### config.mk
export PLATFORM = sky130hd
export DESIGN_NAME = modbus_rtu_master_frame_engine_top
export DESIGN_NICKNAME = d
export VERILOG_FILES = /design/src/design/mrtu_pkg.sv /design/src/design/mrtu_rx.sv /design/src/design/mrtu_tx.sv /design/src/design/modbus_rtu_master_frame_engine_top.sv
export SDC_FILE = /design/constraint.sdc
export NUM_CORES = 1
export LEC_CHECK = 0
export BUFFER_PORTS_ARGS = -buffer_cell sky130_fd_sc_hd__buf_2
export CORE_UTILIZATION = 53
export CTS_CLUSTER_DIAMETER = 40
export DETAILED_ROUTE_END_ITERATION = 16
export HOLD_SLACK_MARGIN = 0.06
export PLACE_DENSITY = 0.82
export SETUP_SLACK_MARGIN = 0.05
export SLEW_MARGIN = 20
export SYNTH_ARGS = -nofsm -noshare
export SYNTH_HDL_FRONTEND = slang
export SYNTH_SLANG_ARGS = --single-unit
### constraint.sdc
create_clock -name clk_i -period 4 [get_ports clk_i]
set_input_delay 0.2 -clock clk_i [delete_from_list [all_inputs] [get_ports clk_i]]
set_output_delay 0.2 -clock clk_i [all_outputs]
set_load 0.01 [all_outputs]
### src/design/mrtu_pkg.sv
// Shared types, constants and the CRC-16 step function of the Modbus RTU master.
`default_nettype none

package mrtu_pkg;

  // Receive buffer depth; the byte count saturates here.
  localparam int RX_DEPTH = 256;
  localparam int RX_CNT_W = $clog2(RX_DEPTH + 1);
  // Stored header bytes: address, function, byte count and four data bytes.
  localparam int HDR_DEPTH = 7;
  localparam int MIN_FRAME = 4;

  // Input and output bus widths.
  localparam int S_TDATA_W = 56;
  localparam int M_TDATA_W = 48;

  // Register reset values. The silence reset is one bit time at 9600 baud
  // counted in cycles of a 35 MHz clock.
  localparam logic [15:0] SILENCE_RESET   = 16'd3645;
  localparam logic [15:0] WATCHED_RESET   = 16'd0;
  localparam logic [7:0]  BYTECOUNT_RESET = 8'd20;

  localparam logic [7:0]  FUNC_READ_INPUT = 8'h04;
  localparam logic [15:0] CRC_INIT        = 16'hFFFF;
  localparam logic [15:0] CRC_POLY        = 16'hA001;

  // Register indexes on the configuration port.
  localparam logic [1:0] REG_SILENCE   = 2'd0;
  localparam logic [1:0] REG_WATCHED   = 2'd1;
  localparam logic [1:0] REG_BYTECOUNT = 2'd2;

  typedef enum logic [1:0] {
    REQ_SEND = 2'd0,
    REQ_RX   = 2'd1,
    REQ_TICK = 2'd2
  } req_type_e;

  typedef enum logic [1:0] {
    ST_SHORT    = 2'd0,
    ST_CRC_BAD  = 2'd1,
    ST_CAPTURED = 2'd2,
    ST_IGNORED  = 2'd3
  } frame_status_e;

  typedef enum logic {
    KIND_TX      = 1'b0,
    KIND_VERDICT = 1'b1
  } result_kind_e;

  // Configuration registers as seen by the receive side.
  typedef struct packed {
    logic [15:0] silence_ticks;
    logic [15:0] watched_register;
    logic [7:0]  expected_byte_count;
  } cfg_t;

  // Receive side outcome for the item in the input stage.
  typedef struct packed {
    logic          fire;
    frame_status_e status;
    logic [31:0]   captured_next;
    logic          ack_next;
  } rx_verdict_t;

  // One byte offered by the transmit serializer.
  typedef struct packed {
    logic        valid;
    logic [7:0]  data;
    logic        last;
    logic [31:0] read_value;
    logic        ack;
  } tx_beat_t;

  // One byte folded into the Modbus CRC-16, LSB first.
  function automatic logic [15:0] crc16_byte(input logic [15:0] crc_in,
                                             input logic [7:0] data);
    logic [15:0] crc;
    crc = crc_in ^ {8'h00, data};
    for (int i = 0; i < 8; i++) begin
      if (crc[0]) begin
        crc = (crc >> 1) ^ CRC_POLY;
      end else begin
        crc = crc >> 1;
      end
    end
    return crc;
  endfunction

endpackage

`default_nettype wire

### src/design/mrtu_rx.sv
// Receive side: byte store, running CRC, silence timer and frame judging.
`default_nettype none

module mrtu_rx (
  input  wire logic                clk_i,
  input  wire logic                rst_ni,
  input  wire mrtu_pkg::cfg_t      cfg_i,
  input  wire logic                evt_valid_i,
  input  wire mrtu_pkg::req_type_e evt_type_i,
  input  wire logic [2:0]          evt_func_i,
  input  wire logic [15:0]         evt_reg_i,
  input  wire logic [7:0]          evt_byte_i,
  output mrtu_pkg::rx_verdict_t    verdict_o
);
  import mrtu_pkg::*;

  logic [RX_CNT_W-1:0] count_q, count_d;
  logic [15:0]         crc_q, crc_d;
  logic [7:0]          header_q [HDR_DEPTH];
  logic [15:0]         timer_q, timer_d;
  logic                running_q, running_d;
  logic [15:0]         pending_q, pending_d;
  logic                ack_q, ack_d;
  logic [31:0]         captured_q, captured_d;

  logic [15:0]   timer_inc;
  logic          fire;
  logic          capture;
  frame_status_e status;
  logic          hdr_we;
  logic          store_byte;

  // Judge the stored frame as it stands.
  always_comb begin
    capture = 1'b0;
    if (count_q < RX_CNT_W'(MIN_FRAME)) begin
      status = ST_SHORT;
    end else if (crc_q != 16'h0000) begin
      status = ST_CRC_BAD;
    end else if (header_q[1] == FUNC_READ_INPUT &&
                 pending_q == cfg_i.watched_register &&
                 header_q[2] == cfg_i.expected_byte_count) begin
      status  = ST_CAPTURED;
      capture = 1'b1;
    end else begin
      status = ST_IGNORED;
    end
  end

  assign timer_inc  = timer_q + 16'd1;
  assign fire       = (evt_type_i == REQ_TICK) && running_q &&
                      (timer_inc >= cfg_i.silence_ticks);
  assign store_byte = (count_q < RX_CNT_W'(RX_DEPTH));

  // Next state for the item in the input stage.
  always_comb begin
    count_d    = count_q;
    crc_d      = crc_q;
    timer_d    = timer_q;
    running_d  = running_q;
    pending_d  = pending_q;
    ack_d      = ack_q;
    captured_d = captured_q;
    hdr_we     = 1'b0;
    case (evt_type_i)
      REQ_SEND: begin
        if ({5'b0, evt_func_i} == FUNC_READ_INPUT) begin
          ack_d     = 1'b0;
          pending_d = evt_reg_i;
        end
      end
      REQ_RX: begin
        timer_d   = 16'd0;
        running_d = 1'b1;
        if (store_byte) begin
          hdr_we  = (count_q < RX_CNT_W'(HDR_DEPTH));
          crc_d   = crc16_byte(crc_q, evt_byte_i);
          count_d = count_q + RX_CNT_W'(1);
        end
      end
      REQ_TICK: begin
        if (running_q) begin
          if (fire) begin
            if (capture) begin
              captured_d = {header_q[3], header_q[4], header_q[5], header_q[6]};
              ack_d      = 1'b1;
            end
            count_d   = '0;
            crc_d     = CRC_INIT;
            timer_d   = 16'd0;
            running_d = 1'b0;
          end else begin
            timer_d = timer_inc;
          end
        end
      end
      default: begin
      end
    endcase
  end

  assign verdict_o.fire          = fire;
  assign verdict_o.status        = status;
  assign verdict_o.captured_next = captured_d;
  assign verdict_o.ack_next      = ack_d;

  // Control and status state.
  always_ff @(posedge clk_i or negedge rst_ni) begin
    if (!rst_ni) begin
      count_q    <= '0;
      crc_q      <= CRC_INIT;
      timer_q    <= 16'd0;
      running_q  <= 1'b0;
      pending_q  <= 16'd0;
      ack_q      <= 1'b0;
      captured_q <= 32'd0;
    end else if (evt_valid_i) begin
      count_q    <= count_d;
      crc_q      <= crc_d;
      timer_q    <= timer_d;
      running_q  <= running_d;
      pending_q  <= pending_d;
      ack_q      <= ack_d;
      captured_q <= captured_d;
    end
  end

  // Header bytes hold whatever was last received at their position.
  always_ff @(posedge clk_i) begin
    if (evt_valid_i && hdr_we) begin
      header_q[count_q[2:0]] <= evt_byte_i;
    end
  end

endmodule

`default_nettype wire

### src/design/mrtu_tx.sv
// Transmit side: request frame serializer with a per-byte CRC-16 update.
`default_nettype none

module mrtu_tx (
  input  wire logic        clk_i,
  input  wire logic        rst_ni,
  input  wire logic        load_i,
  input  wire logic [7:0]  slave_addr_i,
  input  wire logic [2:0]  func_code_i,
  input  wire logic [15:0] reg_addr_i,
  input  wire logic [15:0] count_or_value_i,
  input  wire logic [31:0] read_value_i,
  input  wire logic        ack_i,
  input  wire logic        out_free_i,
  output logic             busy_o,
  output mrtu_pkg::tx_beat_t beat_o
);
  import mrtu_pkg::*;

  logic        busy_q;
  logic [2:0]  idx_q;
  logic [15:0] crc_q;
  logic [7:0]  addr_q;
  logic [2:0]  func_q;
  logic [15:0] reg_q;
  logic [15:0] val_q;
  logic [31:0] value_q;
  logic        ack_q;

  logic [7:0] byte_sel;
  logic       take;
  logic       is_last;

  // Frame byte at the current position; the CRC follows low byte first.
  always_comb begin
    case (idx_q)
      3'd0:    byte_sel = addr_q;
      3'd1:    byte_sel = {5'b0, func_q};
      3'd2:    byte_sel = reg_q[15:8];
      3'd3:    byte_sel = reg_q[7:0];
      3'd4:    byte_sel = val_q[15:8];
      3'd5:    byte_sel = val_q[7:0];
      3'd6:    byte_sel = crc_q[7:0];
      default: byte_sel = crc_q[15:8];
    endcase
  end

  assign is_last = (idx_q == 3'd7);
  assign take    = busy_q && out_free_i;

  assign busy_o            = busy_q;
  assign beat_o.valid      = busy_q;
  assign beat_o.data       = byte_sel;
  assign beat_o.last       = is_last;
  assign beat_o.read_value = value_q;
  assign beat_o.ack        = ack_q;

  // Sequencing: one byte leaves per transaction on the output register.
  always_ff @(posedge clk_i or negedge rst_ni) begin
    if (!rst_ni) begin
      busy_q <= 1'b0;
      idx_q  <= 3'd0;
      crc_q  <= CRC_INIT;
    end else if (load_i) begin
      busy_q <= 1'b1;
      idx_q  <= 3'd0;
      crc_q  <= CRC_INIT;
    end else if (take) begin
      idx_q <= idx_q + 3'd1;
      if (is_last) begin
        busy_q <= 1'b0;
      end
      if (idx_q < 3'd6) begin
        crc_q <= crc16_byte(crc_q, byte_sel);
      end
    end
  end

  // Frame content and the status snapshot taken with the request.
  always_ff @(posedge clk_i) begin
    if (load_i) begin
      addr_q  <= slave_addr_i;
      func_q  <= func_code_i;
      reg_q   <= reg_addr_i;
      val_q   <= count_or_value_i;
      value_q <= read_value_i;
      ack_q   <= ack_i;
    end
  end

endmodule

`default_nettype wire

### src/design/modbus_rtu_master_frame_engine_top.sv
// Modbus RTU master frame engine: input stage, configuration and output register.
// Path: a received byte updates the receive state as it leaves the input stage;
// a verdict passes the input stage and the output register, a request byte the
// serializer too. Throughput: one received byte or tick per cycle unless the output
// stalls or a frame streams; a send request holds the input while its bytes stream out.
// Reset: asynchronous, active low; resets counters, CRC, timer, flags and config registers.
`default_nettype none

module modbus_rtu_master_frame_engine_top (
  input  wire logic        clk_i,
  input  wire logic        rst_ni,
  // Request stream.
  input  wire logic        s_axis_tvalid,
  output logic             s_axis_tready,
  // tdata: slave_addr[7:0], func_code[10:8], reg_addr[26:11],
  // count_or_value[42:27], rx_byte[50:43], zero[55:51]
  input  wire logic [55:0] s_axis_tdata,
  // tuser: req_type[1:0]
  input  wire logic [1:0]  s_axis_tuser,
  // Result stream.
  output logic             m_axis_tvalid,
  input  wire logic        m_axis_tready,
  // tdata: tx_byte[7:0], frame_status[9:8], read_value[41:10],
  // ack_flag[42], zero[47:43]
  output logic [47:0]      m_axis_tdata,
  // tuser: result_kind[0]
  output logic [0:0]       m_axis_tuser,
  output logic             m_axis_tlast,
  // Configuration port.
  input  wire logic        psel,
  input  wire logic        penable,
  input  wire logic        pwrite,
  input  wire logic [3:0]  paddr,
  input  wire logic [31:0] pwdata,
  output logic [31:0]      prdata,
  output logic             pready
);
  import mrtu_pkg::*;

  // Configuration registers.
  cfg_t        cfg_q;
  logic        cfg_we;
  logic [1:0]  cfg_idx;

  assign pready  = 1'b1;
  assign cfg_idx = paddr[3:2];
  assign cfg_we  = psel && penable && pwrite && pready;

  always_ff @(posedge clk_i or negedge rst_ni) begin
    if (!rst_ni) begin
      cfg_q.silence_ticks       <= SILENCE_RESET;
      cfg_q.watched_register    <= WATCHED_RESET;
      cfg_q.expected_byte_count <= BYTECOUNT_RESET;
    end else if (cfg_we) begin
      case (cfg_idx)
        REG_SILENCE:   cfg_q.silence_ticks       <= pwdata[15:0];
        REG_WATCHED:   cfg_q.watched_register    <= pwdata[15:0];
        REG_BYTECOUNT: cfg_q.expected_byte_count <= pwdata[7:0];
        default: begin
        end
      endcase
    end
  end

  // Register read back.
  always_comb begin
    case (cfg_idx)
      REG_SILENCE:   prdata = {16'd0, cfg_q.silence_ticks};
      REG_WATCHED:   prdata = {16'd0, cfg_q.watched_register};
      REG_BYTECOUNT: prdata = {24'd0, cfg_q.expected_byte_count};
      default:       prdata = 32'd0;
    endcase
  end

  // Input stage.
  logic        in_valid_q;
  req_type_e   in_type_q;
  logic [7:0]  in_addr_q;
  logic [2:0]  in_func_q;
  logic [15:0] in_reg_q;
  logic [15:0] in_val_q;
  logic [7:0]  in_byte_q;

  logic        out_free;
  logic        tx_busy;
  logic        advance;
  logic        in_take;

  assign out_free      = !m_axis_tvalid || m_axis_tready;
  assign advance       = in_valid_q && !tx_busy && out_free;
  assign s_axis_tready = !in_valid_q || advance;
  assign in_take       = s_axis_tvalid && s_axis_tready;

  always_ff @(posedge clk_i or negedge rst_ni) begin
    if (!rst_ni) begin
      in_valid_q <= 1'b0;
    end else if (in_take) begin
      in_valid_q <= 1'b1;
    end else if (advance) begin
      in_valid_q <= 1'b0;
    end
  end

  always_ff @(posedge clk_i) begin
    if (in_take) begin
      in_type_q <= req_type_e'(s_axis_tuser);
      in_addr_q <= s_axis_tdata[7:0];
      in_func_q <= s_axis_tdata[10:8];
      in_reg_q  <= s_axis_tdata[26:11];
      in_val_q  <= s_axis_tdata[42:27];
      in_byte_q <= s_axis_tdata[50:43];
    end
  end

  // Receive side.
  rx_verdict_t verdict;

  mrtu_rx u_rx (
    .clk_i       (clk_i),
    .rst_ni      (rst_ni),
    .cfg_i       (cfg_q),
    .evt_valid_i (advance),
    .evt_type_i  (in_type_q),
    .evt_func_i  (in_func_q),
    .evt_reg_i   (in_reg_q),
    .evt_byte_i  (in_byte_q),
    .verdict_o   (verdict)
  );

  // Transmit side.
  tx_beat_t tx_beat;
  logic     tx_load;
  logic     tx_take;
  logic     verdict_load;

  assign tx_load      = advance && (in_type_q == REQ_SEND);
  assign tx_take      = tx_beat.valid && out_free;
  assign verdict_load = advance && verdict.fire;

  mrtu_tx u_tx (
    .clk_i            (clk_i),
    .rst_ni           (rst_ni),
    .load_i           (tx_load),
    .slave_addr_i     (in_addr_q),
    .func_code_i      (in_func_q),
    .reg_addr_i       (in_reg_q),
    .count_or_value_i (in_val_q),
    .read_value_i     (verdict.captured_next),
    .ack_i            (verdict.ack_next),
    .out_free_i       (out_free),
    .busy_o           (tx_busy),
    .beat_o           (tx_beat)
  );

  // Output register.
  logic          out_valid_q;
  result_kind_e  out_kind_q;
  logic [7:0]    out_byte_q;
  logic          out_last_q;
  frame_status_e out_status_q;
  logic [31:0]   out_value_q;
  logic          out_ack_q;

  always_ff @(posedge clk_i or negedge rst_ni) begin
    if (!rst_ni) begin
      out_valid_q <= 1'b0;
    end else if (tx_take || verdict_load) begin
      out_valid_q <= 1'b1;
    end else if (m_axis_tready) begin
      out_valid_q <= 1'b0;
    end
  end

  always_ff @(posedge clk_i) begin
    if (tx_take) begin
      out_kind_q   <= KIND_TX;
      out_byte_q   <= tx_beat.data;
      out_last_q   <= tx_beat.last;
      out_status_q <= ST_SHORT;
      out_value_q  <= tx_beat.read_value;
      out_ack_q    <= tx_beat.ack;
    end else if (verdict_load) begin
      out_kind_q   <= KIND_VERDICT;
      out_byte_q   <= 8'd0;
      out_last_q   <= 1'b0;
      out_status_q <= verdict.status;
      out_value_q  <= verdict.captured_next;
      out_ack_q    <= verdict.ack_next;
    end
  end

  assign m_axis_tvalid = out_valid_q;
  assign m_axis_tuser  = out_kind_q;
  assign m_axis_tlast  = out_last_q;
  assign m_axis_tdata  = {5'd0, out_ack_q, out_value_q, out_status_q, out_byte_q};

`ifndef NO_ASSERTIONS
  // The serializer and the verdict path never claim the output register together.
  a_one_source: assert property (@(posedge clk_i) disable iff (!rst_ni)
    !(tx_take && verdict_load))
    else $error("transmit byte and verdict loaded in the same cycle");

  // A send leaving the input stage starts the serializer.
  a_send_starts_tx: assert property (@(posedge clk_i) disable iff (!rst_ni)
    tx_load |=> tx_busy)
    else $error("send request did not start the serializer");

  // Only transmit bytes carry the frame end mark.
  a_last_is_tx: assert property (@(posedge clk_i) disable iff (!rst_ni)
    (m_axis_tvalid && m_axis_tlast) |-> (m_axis_tuser[0] == KIND_TX))
    else $error("frame end mark on a verdict");

  // No item leaves the input stage while a frame is still streaming.
  a_hold_while_busy: assert property (@(posedge clk_i) disable iff (!rst_ni)
    (tx_busy && in_valid_q) |=> in_valid_q)
    else $error("input item consumed while the serializer was busy");
`endif

endmodule

`default_nettype wire
==> metrics.md, run 1 <==
| Metric | Value |
|---|---|
| Levels on crit path | 18 |
| Worst rel slew slack | 39.1% |
| Total iterations of the first detailed-routing run | 5 |
| CTS buffer count | 46 |
| Post-Route Utilization | 65.7% |
| Synth Cell Area | 16100 um^2 |
| Initial Util | 54.1% |
| Clock latency on the worst-skew pair | 0.54 ns |
| Vias in the first global route | 10200 |
| Worst setup EP type | flop |
| Fmax | 262 MHz |
| Vias post-DR | 10200 |
| Mapped Cells | 1124 |
| Measured slew at the worst slew-check pin | 0.913 ns |
| Die height | 176 um |
| Dominant synthesized flop cell | edfxtp_1 |
| Antenna cells | 0 |
| Final slew viol count | 0 |
| CTS root buf | clkbuf_16 |
| Routed len/inst | 21.0 um |
| Slowest CP cell | dfrtp_1 |
| Max stage delay on crit path | 0.38 ns |
| Remaining DRCs | 0 |
| PortBufs | 140 |
| Worst EP required | 4.29 ns |
| Synth Register Bits | 375 |
| Core area | 29800 um^2 |
| Area leader, netlist | edfxtp_1 |
| Final hold viol count | 0 |
| Final ANT Viol Nets | 0 |
| Largest net degree at the start of global routing | 108 |
| Setup Skew | 0.0307 ns |
| Final net count | 1501 |
| Hold EP | cfg_q[35] |
| GPL Wtd Cong | 0.845 |
| Initial drt markers | 847 |
| Ys Warns | 0 |
| CP Class | flop to flop |
| Worst R2R End | out_value_q[17] |
| GRT Resource Usage Total | 24.2% |
| First-pass GRT wire length | 57500 um |
| CTS max path bufs | 3 |
| H-Tree Depth | 2 |
| Area delta synth->final | 21.5% |
| Dpl ws | 0.138 ns |
| Cell row count | 63 |
| Maximum fanout along the worst path | 17 |
| Critical path cell sequence | and3_4 -> and3_4 -> nand3_2 -> nor2_2 -> nand4_1 -> xnor2_1 -> ha_1 -> a21o_1 -> a21o_1 -> a21oi_2 -> inv_1 -> a211oi_2 -> buf_4 -> nor3_4 -> buf_4 -> clkbuf_16 -> mux2_1 -> mux2_2 |
| Crit path launch type | flop |
| Synth top area share | 40.8% |
| Fraction of layout cells with a size suffix above 1 | 33.9% |
| Fin crit period | 3.81 ns |
| Commonest cells after routing, fill and taps aside | edfxtp_1 (219), mux2_2 (145), buf_2 (139) |
| Reg2reg path depth | 18 |
| Multi-input logic area | 5260 um^2 |
| Sink Count | 375 |
| Fill cells | 2003 |
| PD cells | 727 nW/um^2 |
| Top Ports | 186 |
| Async SR Flop Fraction | 40.8% |
| R2R Path Start | u_rx.timer_q[3] |
| Die Wd | 176 um |
| Crit-path leading delay family | simple AND/OR/NAND/NOR gates |
| Hold Path Class | input port to flop |
| Worst VDD drop | 0.722 mV |
| Total grt overflow | 0 |
| Initial antenna violation count | 0 |
| Status | finished, final reports clean |
| CTS tree | yes |
| Commonest non-fill, non-tap cell in the layout | edfxtp_1 |
| Leakage | 8.11 nW |
| Max cap viols | 0 |
| CP bufs+invs | 4 |
| Seq/Total Area, Yosys | 65.2% |
| Final WL | 37800 um |
| Clock slew seen by the registers of the worst setup and hold paths | 0.06 ns |
| Die area | 31100 um^2 |
| Final period util | 95.3% |
| Crit path DAT | 4.10 ns |
| Hpwl dp | 22500 um |
| Hold Path Depth | 5 |
| Hold Startpoint | penable |
| Avg Synthesized Cell Area | 14.3 um^2 |
| Yosys cell types | 61 |
| Final WS setup | 0.189 ns |
| Top cells by area, synth | edfxtp_1 (41%), dfrtp_1 (17%), mux2_2 (10%), dfstp_2 (6.8%), xnor2_1 (3.2%) |
| Via density | 5.68 |
| EDFF count, synth | 219 |
| Endpoints failing setup | 0 |
| Setup slack, reg-to-reg | 0.19 ns |
| FF/Latch Area | 10500 um^2 |
registers in the layout (all words and copies together), names as in the netlist, 3 cells and up:
register and flops:
u_tx.idx_q 3, in_addr_q 8, out_value_q 32, in_byte_q 8, u_rx.header_q 48, u_tx.addr_q 8
cfg_q 40, in_val_q 16, u_tx.func_q 3, u_rx.crc_q 16, u_tx.val_q 16, u_rx.timer_q 16
in_func_q 3, u_rx.pending_q 16, in_reg_q 16, out_byte_q 8, u_rx.count_q 9, u_rx.captured_q 32
u_tx.value_q 32, u_tx.reg_q 16, u_tx.crc_q 16
per-stage QoR:
step	std cells	area [um^2]	TNS [ns]	power [mW]	hold slack, ns
2_1_floorplan	1144	16200	0	9.01	-0.0956
5_1_grt	1799	19600	-0.0832	14.9	0.291
3_3_place_gp	1638	17300	0	9.95	0.377
6_report	1799	19600	0	14.2	0.253
4_1_cts	1793	19400	0	14.2	0.263
3_5_place_dp	1638	17300	0	10.1	0.378
synthesized netlist by cell type, types with 3 or more instances:
| cell | number |
|---|---|
| a22oi_1 | 7 |
| mux2_2 | 145 |
| o21ai_0 | 57 |
| o22ai_2 | 4 |
| mux2i_1 | 17 |
| nor3_1 | 10 |
| a21oi_1 | 39 |
| or2_2 | 3 |
| ha_1 | 27 |
| dfrtp_1 | 111 |
| nand3_1 | 15 |
| nor3b_1 | 3 |
| xor2_1 | 19 |
| nand2b_1 | 6 |
| a2bb2oi_1 | 11 |
| xnor2_1 | 58 |
| a21o_1 | 7 |
| nor4_1 | 7 |
| dfxtp_1 | 3 |
| a31oi_1 | 4 |
| a221oi_1 | 5 |
| nand2_1 | 70 |
| edfxtp_1 | 219 |
| buf_2 | 7 |
| xor2_2 | 3 |
| mux2_1 | 4 |
| a32o_1 | 3 |
| nor2_1 | 54 |
| and2_1 | 6 |
| and3_1 | 7 |
| o22a_1 | 7 |
| nand4_1 | 10 |
| inv_1 | 29 |
| nor2b_1 | 8 |
| dfstp_2 | 42 |
| buf_4 | 23 |
| clkbuf_1 | 27 |
| a221o_1 | 4 |
| buf_6 | 8 |
| a22o_1 | 11 |
cell type report:
| class | count | share of cell area, % |
|---|---|---|
| clock inverter | 26 | 1.17 |
| timing repair buffer | 247 | 8.85 |
| inverter | 29 | 0.556 |
| clock buffer | 58 | 6.36 |
| sequential | 375 | 53.7 |
| multi-input combinational | 674 | 26.9 |
| tap | 390 | 2.49 |
tightest hold or removal path, cell delays in order:
cell	delay (ns)
buf_2	0.09
nand3_1	0.17
nor3_4	0.15
nand2_1	0.09
o21ai_0	0.07
what timing repair did:
| item | 4_1_cts | 5_1_grt |
|---|---|---|
| hold buffers | 71 | 0 |
| setup endpoints to repair | 0 | 102 |
| endpoints found under the hold margin | 166 | 0 |
| resized for setup | 0 | 15 |
| buffers inserted | 0 | 5 |
routing by layer:
metal	vias to the layer above	wire, um	track usage (%)
met1	5159	15600	33.3
met5	-	0	0
li1	4565	-	-
met3	73	2680	3.88
met4	0	952	7.61
met2	427	18500	39.5
worst max-delay path by stage:
stage | startpoint | to | slack (ns)
2_1_floorplan | u_rx.timer_q[2] | m_axis_tlast | 0.07
3_3_place_gp | u_rx.timer_q[0] | out_value_q[14] | 0.20
3_5_place_dp | u_rx.timer_q[0] | out_value_q[16] | 0.14
4_1_cts | u_rx.timer_q[0] | out_value_q[16] | 0.08
5_1_grt | u_rx.timer_q[3] | out_value_q[17] | -0.04
6_report | u_rx.timer_q[3] | out_value_q[17] | 0.19
kinds of logic after synthesis:
kind of cell | Yosys count | share of synthesized area [%]
buf+inv | 95 | 3.17
mux | 167 | 11.6
simple gates | 212 | 6.47
fa+ha+maj | 27 | 2.10
flops | 375 | 65.2
compound gates | 163 | 6.60
other cells | 2 | 0.0466
xor+xnor | 83 | 4.83
where the power goes:
part / total [mW] / internal [mW] / leakage [nW] / switching (mW)
logic: 4.56 / 2.15 / 3.43 / 2.40
clock network: 3.98 / 2.31 / 0.717 / 1.67
registers: 5.70 / 5.13 / 3.96 / 0.568
No activity file was read; power rests on OpenSTA's default activity.
==> inputs of run 2 (changes only) <==
Settings changed: ABC_AREA set to 1, SYNTH_HIERARCHICAL set to 1.
==> run 2 against run 1 <==
Sequential power grew 2%; hold slack got worse by 0.12 ns; synthesized cell count is 55% higher; sequential cell count is the same; die area is 7.2% higher; setup slack better by 0.17 ns; critical endpoint is now out_value_q[16].
==> metrics.md, run 2 <==
| Metric | Value |
|---|---|
| Synth top area share | 38.0% (-2.8 points) |
| Sink Count | 375 (unchanged) |
| Avg Synthesized Cell Area | 9.96 um^2 (-31%) |
| Initial Util | 54.4% (+0.31 points) |
| Fin crit period | 3.64 ns (-0.168 ns) |
| Max cap viols | 0 (unchanged) |
| Synth Cell Area | 17300 um^2 (+7.3%) |
| CP Class | flop to flop |
| Largest net degree at the start of global routing | 96 (-11%) |
| Clock latency on the worst-skew pair | 0.56 ns (+0.02 ns) |
| H-Tree Depth | 2 (unchanged) |
| Seq/Total Area, Yosys | 60.8% (-4.5 points) |
| Die height | 183 um (+3.6%) |
| Ys Warns | 6 (+6) |
| Final net count | 2084 (+39%) |
| Synth cell count leaders | nand2_1 (503), edfxtp_1 (219), inv_1 (176) |
| CTS root buf | clkbuf_16 |
| Hpwl dp | 26300 um (+17%) |
| Multiplexer area fraction after synthesis | 0.781% (-11 points) |
| Final period util | 91.1% (-4.2 points) |
| CTS tree | yes |
| Measured slew at the worst slew-check pin | 1.06 ns (+0.144 ns) |
| RSZ-0062 raised after global routing | no |
| Crit path launch type | flop |
| Async SR Flop Fraction | 40.8% (unchanged) |
| Worst EP required | 4.29 ns (about the same) |
| Mapped Cells | 1738 (+55%) |
| Total grt overflow | 0 (unchanged) |
| Vias post-DR | 13200 (+29%) |
| Final hold viol count | 0 (unchanged) |
| Crit path DAT | 3.94 ns (-0.16 ns) |
| PortBufs | 140 (unchanged) |
| Non-Filler Instances | 2429 (+35%) |
| Via density | 5.42 (-4.5%) |
| CTS max path bufs | 3 (unchanged) |
| Commonest cells after routing, fill and taps aside | nand2_1 (497), edfxtp_1 (219), inv_1 (176) |
| Clock slew seen by the registers of the worst setup and hold paths | 0.05 ns (about the same) |
| Commonest non-fill, non-tap cell in the layout | nand2_1 |
| Setup Skew | 0.0243 ns (-0.00644 ns) |
| Top cells by area, synth | edfxtp_1 (38%), dfrtp_1 (16%), nand2_1 (11%), dfstp_2 (6.4%), inv_1 (3.8%) |
| Yosys cell types | 47 (-23%) |
| GRT Resource Usage Total | 26.0% (+1.9 points) |
| PD cells | 719 nW/um^2 (-1.0%) |
| Top Ports | 186 (unchanged) |
| Die area | 33400 um^2 (+7.2%) |
| Initial antenna violation count | 0 (unchanged) |
| Adder-Cell Fraction of Synth Area | 1.95% (-0.14 points) |
| Final slew viol count | 0 (unchanged) |
| Hold Path Depth | 4 (-1) |
| Endpoints failing setup | 0 (unchanged) |
| Area leader, netlist | edfxtp_1 |
| Largest family of logic cells by synthesized area | simple AND/OR/NAND/NOR gates |
| Synth Area in Compound Gates | 4.79% (-1.8 points) |
| Total iterations of the first detailed-routing run | 5 (unchanged) |
| First-pass GRT wire length | 68000 um (+18%) |
| Initial drt markers | 1290 (+52%) |
| Post-synthesis xor/xnor area fraction | 2.33% (-2.5 points) |
| Final WS setup | 0.357 ns (+0.168 ns) |
| Leakage | 9.42 nW (+16%) |
| EDFF count, synth | 219 (unchanged) |
| Max FFs per register | 48 (unchanged) |
| Inst Count DP | 2266 (+38%) |
| Worst rel slew slack | 29.5% (-9.6 points) |
| Area delta synth->final | 19.4% |
| Synth Register Bits | 375 (unchanged) |
| Final ANT Viol Nets | 0 (unchanged) |
| GPL Wtd Cong | 0.897 (+6.2%) |
| Final WL | 43300 um (+15%) |
| Final hold slack | 0.134 ns (-0.119 ns) |
| Hold Path Class | input port to flop |
| Fmax | 275 MHz (+4.6%) |
| Status | finished, final reports clean |
| Core area | 31800 um^2 (+6.7%) |
| Dpl ws | 0.195 ns (+0.0572 ns) |
| Die Wd | 183 um (+3.6%) |
| Remaining DRCs | 0 (unchanged) |
| Cell row count | 65 (+3.2%) |
| Maximum fanout along the worst path | 10 (-7) |
| Vias in the first global route | 12800 (+26%) |
| Dominant synthesized flop cell | edfxtp_1 |
| Fraction of layout cells with a size suffix above 1 | 20.8% (-13 points) |
| Worst setup EP type | flop |
| Final setup TNS | 0 ns (unchanged) |
| Reg2reg path depth | 23 (+5) |
| Worst VDD drop | 0.366 mV (-49%) |
| CTS buffer count | 46 (unchanged) |
| Post-synthesis simple-gate area fraction | 22.0% (+16 points) |
| Dominant cell by count in the synthesized netlist | nand2_1 |
| Post-Route Utilization | 65.0% (-0.75 points) |
| Routed len/inst | 17.8 um (-15%) |
## run 2: cell types whose count changed in the layout (fill, tap and decap cells not counted), moves of 37 or more
cell     change
mux2_2     -133
xnor2_1     -37
nor2_1      +43
inv_1      +147
nand2_1    +428
nand3_1    +113
nand2_2     +82
## run 2: path summary, 6_finish.rpt
check | slack, ns | start | to
min in group asynchronous | 0.34 | rst_ni | u_rx/timer_q[3]
worst max register to register | 0.36 | u_rx/timer_q[0] | out_value_q[16]
worst max-delay path | 0.36 | u_rx/timer_q[0] | out_value_q[16]
max in group asynchronous | 2.65 | rst_ni | u_tx/crc_q[6]
worst min-delay path | 0.13 | m_axis_tready | m_axis_tvalid
worst min register to register | 0.42 | in_val_q[3] | u_tx/val_q[3]
## run 2: cell type report
type | instances | area (um^2)
fill | 2291 | 11100
sequential | 375 | 10500
multi-input combinational | 1114 | 5670
timing repair buffer | 231 | 1650
clock buffer | 58 | 1270
inverter | 188 | 713
tap | 435 | 544
clock inverter | 27 | 293
antenna | 1 | 2.50
## run 2: kinds of logic (layout without fill, tap and decap cells)
| family | after synthesis | count (layout) |
|---|---|---|
| and+or+nand+nor | 858 | 859 |
| adders and majority gates | 27 | 27 |
| DFF | 375 | 375 |
| xor gates and xnor gates | 46 | 46 |
| muxes | 12 | 12 |
| AOI/OAI and AO/OA | 148 | 148 |
| buffers and inverters | 270 | 504 |
| other | 2 | 23 |
## run 2: power by group
group / switching, mW / internal [mW]
registers: 0.570 / 5.23
logic: 3.25 / 1.60
clock network: 1.67 / 2.54
## run 2: worst max-delay path: stages, from the launching register on
cell	delay (ns)
dfrtp_1	0.38
ha_1	0.20
nand2_1	0.06
nor2_1	0.16
nand3_1	0.14
nor2_1	0.12
nand2_1	0.13
inv_1	0.11
nand4_1	0.12
o21ai_1	0.24
inv_1	0.08
ha_1	0.28
nand4_1	0.11
nor3_1	0.14
nand2_1	0.08
nand2_2	0.14
nand2_2	0.13
inv_6	0.15
nand2_8	0.13
buf_12	0.21
nand2_2	0.06
nand2_2	0.07
nand2_1	0.08
nand2_1	0.06
## run 2: per-layer routing
metal | share of wire (%) | global-route usage, % | vias up
met4 | 3.7 | 10.6 | 0
met3 | 7.6 | 4.59 | 116
met5 | 0 | 0 | -
li1 | - | - | 6090
met2 | 49 | 43.9 | 657
met1 | 40 | 33.3 | 6314
## run 2: stage by stage
step	cell area, um^2	power, mW
after floorplan	17400	9.18
after CTS	20500	14.7
after global routing	20700	15.7
final	20700	14.9
after detailed placement	18200	10.5
after global placement	18200	10.2
## run 2: repair_timing
action | 4_1_cts | 5_1_grt
gates resized for setup | 0 | 11
hold buffers | 71 | 0
setup buffers | 0 | 2
setup endpoints to repair | 0 | 134
hold endpoints to repair | 161 | 0
